**config.mk**
```make
export PLATFORM = sky130hd
export DESIGN_NAME = tis_ram
export DESIGN_NICKNAME = d
export VERILOG_FILES = /design/src/tis_ram.sv
export SDC_FILE = /design/constraint.sdc
export NUM_CORES = 1
export LEC_CHECK = 0
export BUFFER_PORTS_ARGS = -buffer_cell sky130_fd_sc_hd__buf_2
export CORE_MARGIN = 1
export CORE_UTILIZATION = 35
export DETAILED_ROUTE_END_ITERATION = 16
export GPL_TIMING_DRIVEN = 0
export PLACE_DENSITY = 0.59
export SYNTH_ARGS = -nofsm -noshare
export SYNTH_HDL_FRONTEND = slang
export SYNTH_SLANG_ARGS = --single-unit
```
**constraint.sdc**
```tcl
create_clock -name clk -period 3.5 [get_ports clk]
set_input_delay 0 -clock clk [delete_from_list [all_inputs] [get_ports clk]]
set_output_delay 0 -clock clk [all_outputs]
set_load 0.005 [all_outputs]
```
**src/tis_ram.sv**
```systemverilog
`timescale 1ns / 1ps
// ---------------------------------------------------------------------------
// Generic RAM
// Single write port, single read port, registered read data.
// ---------------------------------------------------------------------------
module tis_ram #(
  parameter int WIDTH = 8,
  parameter int DEPTH = 16
) (
  input  logic clk,
  input  logic we,
  input  logic [$clog2(DEPTH)-1:0] waddr,
  input  logic [WIDTH-1:0] wdata,
  input  logic [$clog2(DEPTH)-1:0] raddr,
  output logic [WIDTH-1:0] rdata
);
  logic [WIDTH-1:0] mem [DEPTH];
  always_ff @(posedge clk) begin
    if (we) begin
      mem[waddr] <= wdata;
    end
    rdata <= mem[raddr];
  end
endmodule

```
Word level (Yosys, flattened, before mapping) --
Memories as Yosys holds them, arrays and structs flattened. A register that Yosys moved wholly into a read port is not among the register bits. Cells that the tools add are included.
Operators by class: $add $sub $neg 0, multipliers 0, div/mod/pow operators 0, order comparisons 0, equal/unequal tests 0, shift-type cells 0, mux-type cells 2, bitwise logic cells 0, reductions and logical operators 0
Operator list (count):
- 1-bit two-way mux | 2
Word-level totals: register bits after elaboration 0, latch bits 0, memory bits (writable) 128, memory bits (read-only) 0, bits of input ports 18, output and inout bits 8, logic and storage cells 3, memories 1
Memories:
- mem | depth 16, bits a word 8, rd ports 1, clocked after Yosys merged registers in 1, write ports 1, line 17 | logic [WIDTH-1:0] mem [DEPTH];

Logic depth before layout (Yosys ltp) --
depth in word-level cells 2, mapped depth 5, depth with buffers taken out 3

Worst setup path before layout --
OpenSTA, ideal clock, no wires.
kind input -> register, start point input port waddr[2], end point memory mem[0][0] (enable), setup time 0.383 ns, arrival time 1.110 ns, required time 3.117 ns, path slack 2.007 ns, stages 2, buffers on the path 0, path through or3b_2 > nor3_1
RTL lines:
- start: declaration | line 12 | input logic [$clog2(DEPTH)-1:0] waddr,
- end: declaration | line 17
No word-level cell before the write port.

Worst setup path after layout --
start point input port waddr[2], end point memory mem[0][3] (enable)
No word-level cell before the write port.

==> key figures <==
Placed design
  • Placer congestion estimate: 0.770
  • Input/output buffers: 24
  • Worst slack at placement: 1370 ps
  • HPWL Detailed: 6.46 mm
  • Placed Cells: 433

STA
  • Hold Fails Final Rpt: 0
  • Final critical-path required period: 1620 ps
  • F_max: 617 MHz
  • Unrepaired setup endpoints after global routing: false
  • Final setup fails: 0
  • TNS Setup: 0 ps
  • Relative slew slack: 12.9%
  • Fin worst setup slack: 1880 ps
  • Slew Limit Fails: 0
  • Worst Max-Slew Pin Slew: 1300 ps
  • Clk_skew: 9.77 ps
  • Final clock period utilization by the worst path: 46.3%

Setup path
  • Cell Chain, Critical Path: buf_2 > or3b_2 > nor3_1
  • Worst path slowest cell: nor3_1
  • Slowest stage delay, CP: 990 ps
  • CP required: 3520 ps
  • Endpoint class of the critical path: flop
  • CP Launch Type: input port
  • Path type of the worst setup path: in -> reg
  • CP Max Fanout: 8
  • Arrival time at the worst endpoint: 1640 ps
  • Largest delay contributor family on the critical path: simple AND/OR/NAND/NOR gates
  • Worst path bufs/invs: 1

Drt
  • WL per Instance: 21.8 µm
  • DRC violations left: 0
  • DRT Wirelength: 10.2 mm
  • Vias: 2350
  • DR iter-0 viols: 142
  • Via/cell ratio: 5.02
  • Pre-antenna DRT Iters: 5
  • Antenna-violating nets left: 0

Die
  • Cell Rows: 43
  • Die ar.: 15200 µm²
  • Die Span Y: 123 µm
  • Die Wd: 123 µm
  • I/O pins: 26
  • Core box area: 14100 µm²
  • Starting Density: 36.5%

Power and ir drop
  • Maximum vdd drop: 422 µV
  • Leak: 2.04 nW
  • P per Cell Area: 609 nW/µm²

Finish
  • Commonest non-fill, non-tap cell in the layout: edfxtp_1
  • Area delta synth->final: 18.7%
  • Layout cells sized above 1: 27.8%
  • Fin cells: 468
  • Commonest non-fill, non-tap cells in the layout: edfxtp_1, buf_2, mux4_2
  • Inserted Diodes: 0
  • Nets: 295

Flow run
  • Max-cap violations: 0

Logic synthesis
  • Leading area contributor after synthesis: edfxtp_1
  • Register area share after synthesis: 77.8%
  • Synthesis warning total: 0
  • Synth cell types: 19
  • Syn_nets: 247
  • Area of the mapped netlist: 5150 µm²
  • Area contributors post-synth: edfxtp_1, mux4_2, mux4_1, dfxtp_1, a22oi_1
  • Yosys top cell area share: 74.7%
  • Synthesized area per cell: 22.5 µm²
  • Yosys reg bits: 136
  • Cells after Synth: 229

GRT
  • First-pass GRT wire length: 15.6 mm
  • Remaining global-route overflow: 0
  • Initial antenna violation count: 0
  • Largest net degree at the start of global routing: 17
  • GRT Resource Usage Total: 15.3%
  • Vias in the first global route: 2476

Clock tree
  • H-tree depth: 4
  • CTS tree: done
  • Clock sink total: 136
  • TritonCTS buffer count: 17
  • Clk_lat worst skew: 420 ps
  • Root buf cell: clkbuf_16
  • Clock Tree Buf Depth: 2
  • Post-cts sizing count: 0
  • CTS clk-pin slew, worst paths: 50 ps

Status
  • Status: completed

Hold path
  • HP Class: in -> reg
[flip-flops by register name, summed over array words and instances (netlist names)]
name	flops
mem	128
rdata	8
[metrics by stage]
stage	utilization, %	instance area (µm²)	power [W]	hold WS (ps)
floorplan	-	5150	0.00196	98.9
global placement	39.0	5490	0.00204	382
detailed placement	39.0	5490	0.00204	381
CTS	43.3	6110	0.00376	2.12
global route	43.4	6110	0.00384	5.24
finish	43.4	6110	0.00372	11.8
[layer usage]
layer  GRT usage, %  vias up  wire, µm  part of all wire, %
met5              0        -         0                    0
met4           4.52        0        74                 0.72
met3           5.54        6       702                  6.9
met2           23.4       81      5000                   49
met1           20.6     1199      4440                   43
li1               -     1064         -                    -
[power breakdown]
group	switching (W)	internal [W]
Combinational	0.000104	0.0000757
Sequential	0.00000761	0.00182
Clock	0.000622	0.00109
[path summary, 6_finish.rpt]
path	cells after the start	end	start	slack, ps
setup / recovery	3	mem[0][3]$_DFFE_PP_	waddr[2]	1880
hold / removal	1	mem[1][1]$_DFFE_PP_	wdata[1]	10
setup reg to reg	3	rdata[2]$_DFF_P_	mem[1][2]$_DFFE_PP_	1980
hold reg to reg	3	rdata[1]$_DFF_P_	mem[14][1]$_DFFE_PP_	680
[Yosys cell counts (all sizes together)]
cell type      instances
a22oi                 16
and2                   1
and2b                  1
buf                    7
clkdlybuf4s25          3
dfxtp                  8
edfxtp               128
mux4                  32
nand2                  9
nand2b                 2
nand3                  1
nand3b                 2
nor2                  13
nor2b                  1
nor3                   4
or3b                   1
[cell families (layout without fill, tap and decap cells)]
logic type	Yosys count	in the layout	synth area share, %
buffers and inverters	10	69	1.68
flip-flops	136	136	77.8
AND/OR/NAND/NOR	35	35	3.18
multiplexers	32	32	15.0
AO/OA/AOI/OAI	16	16	2.33
[area by class of cell]
cell class | count | area, µm²
Buffer | 10 | 86.3
Tap cell | 180 | 225
Fill cell | 1215 | 7990
Timing Repair Buffer | 29 | 170
Sequential cell | 136 | 4000
Clock inverter | 13 | 138
Multi-Input combinational cell | 83 | 1060
Clock buffer | 17 | 425
[worst reg2reg max path: stages, from the launching register on]
cell	delay, ps
edfxtp_1	360
mux4_1	550
a22oi_1	380
nand2_1	110
[timing repair]
action                                 in CTS  in global routing
buffers inserted                            0                  0
endpoints found under the hold margin      78                  0
hold buffers                                5                  0
Note: power is estimated with default switching activity, not from simulation.
